### config.mk
export PLATFORM = sky130hd
export DESIGN_NAME = crc_fr_regs
export DESIGN_NICKNAME = d
export VERILOG_FILES = /design/src/design/crc_fr_pkg.sv /design/src/design/crc_fr_regs.sv
export SDC_FILE = /design/constraint.sdc
export NUM_CORES = 1
export LEC_CHECK = 0
export BUFFER_PORTS_ARGS = -buffer_cell sky130_fd_sc_hd__buf_2
export CORE_MARGIN = 2
export CORE_UTILIZATION = 36
export CTS_CLUSTER_DIAMETER = 80
export DETAILED_ROUTE_END_ITERATION = 6
export PLACE_DENSITY_LB_ADDON = 0.12
export SLEW_MARGIN = 20
export SYNTH_ARGS = -nofsm -noshare
export SYNTH_HDL_FRONTEND = slang
export SYNTH_SLANG_ARGS = --single-unit
export TNS_END_PERCENT = 30
### constraint.sdc
create_clock -name clk -period 1 [get_ports clk]
set_input_delay 0.2 -clock clk [delete_from_list [all_inputs] [get_ports clk]]
set_output_delay 0.2 -clock clk [all_outputs]
set_load 0.02 [all_outputs]
### src/design/crc_fr_pkg.sv
`timescale 1ns / 1ps
// -----------------------------------------------------------------------------
// crc_fr_pkg
// Shared types, constants and the CRC-16/MODBUS byte update for the framed
// UART receiver.
// -----------------------------------------------------------------------------
package crc_fr_pkg;

  // Default receive buffer depth in bytes.
  localparam int BUFFER_DEPTH_DEF = 64;

  // Fixed frame constants.
  localparam logic [7:0]  STATUS_CMD      = 8'h03;
  localparam int          RECORD_LEN      = 9;
  localparam logic [15:0] CRC_INIT        = 16'hFFFF;
  localparam logic [15:0] CRC_POLY        = 16'hA001;
  localparam logic [15:0] IDLE_TICKS_RST  = 16'd50;
  localparam logic [7:0]  HEADER_RST      = 8'h5A;

  // Configuration port.
  localparam int CFG_AW = 3;
  localparam int CFG_DW = 32;

  typedef enum logic [0:0] {
    REG_IDLE_TIMEOUT = 1'b0,
    REG_HEADER       = 1'b1
  } reg_idx_t;

  typedef struct packed {
    logic [15:0] idle_timeout_ticks;
    logic [7:0]  header_byte;
  } cfg_t;

  typedef enum logic [2:0] {
    EV_NONE     = 3'd0,
    EV_FRAME_OK = 3'd1,
    EV_STATUS   = 3'd2,
    EV_CRC_ERR  = 3'd3,
    EV_HDR_ERR  = 3'd4,
    EV_OVERFLOW = 3'd5,
    EV_TIMEOUT  = 3'd6
  } ev_t;

  typedef struct packed {
    logic       func;
    logic [7:0] rx_byte;
  } in_item_t;

  typedef struct packed {
    ev_t        event_res;
    logic [7:0] frame_command;
    logic [7:0] fw_rev;
    logic [7:0] board_rev;
    logic [7:0] link_status;
    logic [7:0] pulse_bpm;
    logic [7:0] resp_bpm;
    logic [7:0] diastolic_pressure;
    logic [7:0] systolic_pressure;
    logic [7:0] rest_index;
    logic [7:0] off_bed;
  } out_item_t;

  // One byte through the reflected CRC-16/MODBUS register.
  function automatic logic [15:0] crc16_byte(input logic [15:0] crc_in,
                                             input logic [7:0]  b);
    logic [15:0] c;
    c = crc_in ^ {8'h00, b};
    for (int k = 0; k < 8; k++) begin
      if (c[0]) begin
        c = (c >> 1) ^ CRC_POLY;
      end else begin
        c = c >> 1;
      end
    end
    return c;
  endfunction

endpackage

### src/design/crc_fr_regs.sv
`timescale 1ns / 1ps
// -----------------------------------------------------------------------------
// crc_fr_regs
// APB-style configuration registers: idle timeout and header byte.
// -----------------------------------------------------------------------------
module crc_fr_regs
  import crc_fr_pkg::*;
(
  input  logic              clk,
  input  logic              rst_n,
  input  logic              cfg_psel,
  input  logic              cfg_penable,
  input  logic              cfg_pwrite,
  input  logic [CFG_AW-1:0] cfg_paddr,
  input  logic [CFG_DW-1:0] cfg_pwdata,
  output logic [CFG_DW-1:0] cfg_prdata,
  output logic              cfg_pready,
  output cfg_t              cfg
);

  cfg_t     cfg_r;
  reg_idx_t idx;
  logic     wr_en;

  assign idx        = reg_idx_t'(cfg_paddr[2]);
  assign wr_en      = cfg_psel && cfg_penable && cfg_pwrite;
  assign cfg_pready = 1'b1;
  assign cfg        = cfg_r;

  always_ff @(posedge clk) begin
    if (!rst_n) begin
      cfg_r.idle_timeout_ticks <= IDLE_TICKS_RST;
      cfg_r.header_byte        <= HEADER_RST;
    end else if (wr_en) begin
      unique case (idx)
        REG_IDLE_TIMEOUT: cfg_r.idle_timeout_ticks <= cfg_pwdata[15:0];
        REG_HEADER:       cfg_r.header_byte        <= cfg_pwdata[7:0];
      endcase
    end
  end

  always_comb begin
    unique case (idx)
      REG_IDLE_TIMEOUT: cfg_prdata = {16'h0000, cfg_r.idle_timeout_ticks};
      REG_HEADER:       cfg_prdata = {24'h000000, cfg_r.header_byte};
    endcase
  end

endmodule

==> reports/results.txt <==
Leading cell type in the layout, fill and taps excluded: sky130_fd_sc_hd__buf_6
Launch instance of the worst min-delay path: cfg_pwdata[15]
Die W: 63.6 um
Endpoint type of the worst setup path: primary output
Number of cells traversed by the worst register-to-register path: 4
Worst hold path cell count: 3
Post-synth top area cell: sky130_fd_sc_hd__dfxtp_1
Via density per instance: 4.36
Total number of placement rows: 21
Layout cells sized above 1: 57.8%
Count of antenna-violating nets left after detailed routing: 0
Critical path launch point type: register
Largest voltage drop on the vdd net: 0.487 mV
Num Clock Sinks: 24
Commonest cells after routing, fill and taps aside: sky130_fd_sc_hd__buf_6 (52), sky130_fd_sc_hd__nand2_1 (31), sky130_fd_sc_hd__mux2i_1 (24), sky130_fd_sc_hd__dfxtp_2 (24), sky130_fd_sc_hd__buf_2 (20)
Final layout net count: 259
Clock root buffer: sky130_fd_sc_hd__clkbuf_4
Cell area after synthesis: 1280 sq um
Overall via count from detail_route: 1150
Required time of the worst setup path: 0.80 ns
Highest Clock Rate: 791 MHz
Max reg flops: 24
Total clock buffers created by CTS: 3
Last weighted congestion value of the routability-driven placer: 0.671
Die outline area: 4040 sq um
Largest fanout of any net on the critical path: 2
Buffers on Ports: 61
Synthesis Warnings: 0
FF-to-FF Start: cfg[4]$_SDFFE_PN1P_
Total detailed-routing wirelength: 3160 um
Post-synth cell types: 14
Global router's overall resource usage: 15.1%
Detailed-router iteration count before antenna repair: 4
Critical path data arrival time: 1.06 ns
Unrepaired setup endpoints after global routing: yes
Power per cell area: 918 nW/um^2
Max Cap Viol: 0
Count of routing violations after the opening detailed-route iteration: 31
Die H: 63.6 um
Static Leakage: 0.000988 uW
Capture endpoint of the worst hold path: cfg[23]$_SDFFE_PN0P_
CTS H-tree depth: 1
Final instance area: 2130 sq um
Register-to-register setup slack: 0.15 ns
Routed length per instance: 12.0 um
Leading cell types by total area after synthesis: sky130_fd_sc_hd__dfxtp_1 (38%), sky130_fd_sc_hd__mux2i_1 (19%), sky130_fd_sc_hd__buf_4 (10%)
Synthesized flop and latch total: 24
Final-report setup violation count: 34
Number of hold violations in the final report: 0
Vias in the first global route: 1065
Type of the setup path with the least slack: register to primary output
Syn-to-layout area delta: 66.7%
Sequential share of the synthesized area: 37.6%
Setup clock skew after layout: 0 ns
Synth Area per Inst: 9.19 sq um
CTS tree: yes
Violated checks: negative setup slack
Wire length of the first global-routing pass: 4870 um
Hold-fix buffers, CTS: 0
Number of buffers on the longest clock path: 2
Overall Power: 1950 uW
Final worst-path cycle share: 126%
Reg-to-Reg End: cfg[4]$_SDFFE_PN1P_
Status: complete, but fails checks
I/O pin count: 97
Residual DRC count: 0
Floorplan core area: 3360 sq um
Path type of the worst min-delay path: primary input to register
Initial antenna violation count: 0
Largest net degree at the start of global routing: 25
Setup slack of the critical path after layout: -0.264 ns
Cell Area, Placed: 1580 sq um
Clock transition at the registers of the reported paths: 0.13 ns
HPWL after detailed placement: 2130 um
Initial standard-cell utilization of the core: 38.0%
Number of pins with negative max-slew slack in the final report: 0
Skew-Pair Late Insertion Delay: 0.31 ns
Share of the synthesized area in the top cell type: 37.6%
Antenna cell count: 0
Number of standard cells after synthesis: 139
Final Critical Period: 1.26 ns
Residual overflow from global routing: 0
==> worst max path at each step <==
stage | from | slack [ns] | endpoint | depth (start not counted)
after floorplan | cfg_paddr[2] | -0.07 | cfg[10]$_SDFFE_PN0P_ | 5
after global placement | cfg_paddr[2] | -0.20 | cfg[16]$_SDFFE_PN0P_ | 4
after detailed placement | cfg_paddr[2] | -0.28 | cfg[21]$_SDFFE_PN0P_ | 4
after CTS | cfg[2]$_SDFFE_PN0P_ | -0.27 | cfg_prdata[2] | 2
after global routing | cfg[15]$_SDFFE_PN0P_ | -0.31 | cfg_prdata[7] | 2
final | cfg[10]$_SDFFE_PN0P_ | -0.26 | cfg_prdata[2] | 2
==> metrics by stage <==
step	hold slack [ns]	std cells	utilization, %	worst slack (ns)	setup TNS (ns)
2_1_floorplan	0.342	154	-	-0.0738	-0.883
3_3_place_gp	0.449	240	47.0	-0.204	-5.60
3_5_place_dp	0.454	240	47.0	-0.276	-6.95
4_1_cts	0.100	257	59.7	-0.274	-4.77
5_1_grt	0.0864	264	63.3	-0.312	-6.81
6_report	0.108	264	63.3	-0.264	-4.97
==> cells by family after synthesis <==
logic type,after synthesis,share of synthesized area [%]
flip-flops,24,37.6
AND/OR/NAND/NOR,54,20.9
buffers and inverters,27,15.1
multiplexers,32,25.9
other,2,0.588
==> Yosys cell counts (all sizes together) <==
library cell / instances
and4b: 1
conb: 2
mux2: 8
dfxtp: 24
buf: 21
mux2i: 24
nand2: 31
nor2b: 20
and4: 1
clkbuf: 6
nand4: 1
==> area by class of cell <==
cell class | count | area [sq um]
Multi-Input combinational cell | 103 | 702
Sequential cell | 24 | 510
Tap cell | 46 | 57.6
Clock buffer | 4 | 36.3
Timing Repair Buffer | 87 | 823
Fill cell | 295 | 1230
==> where the power goes <==
part / switching, uW / total (uW) / internal [uW]
logic: 232 / 442 / 210
registers: 16.6 / 997 / 981
clock network: 292 / 515 / 222
total: 541 / 1950 / 1410
==> metal layers <==
metal | wire length, um | GRT usage [%] | up-vias
met5 | 0 | 0 | -
met3 | 208 | 3.04 | 2
met4 | 13 | 4.89 | 0
li1 | - | - | 571
met2 | 1560 | 25.8 | 45
met1 | 1390 | 19.0 | 532
==> critical path, stage by stage, from the launching register on <==
cell and delay (ns):
sky130_fd_sc_hd__dfxtp_2 0.35, sky130_fd_sc_hd__mux2_4 0.27, sky130_fd_sc_hd__buf_6 0.13
==> repair_timing <==
action	CTS	global route
buffers inserted	13	7
endpoints found under the setup margin	40	40
hold endpoints to repair	0	0
gates resized for setup	107	19
Note: power is estimated with default switching activity, not from simulation.
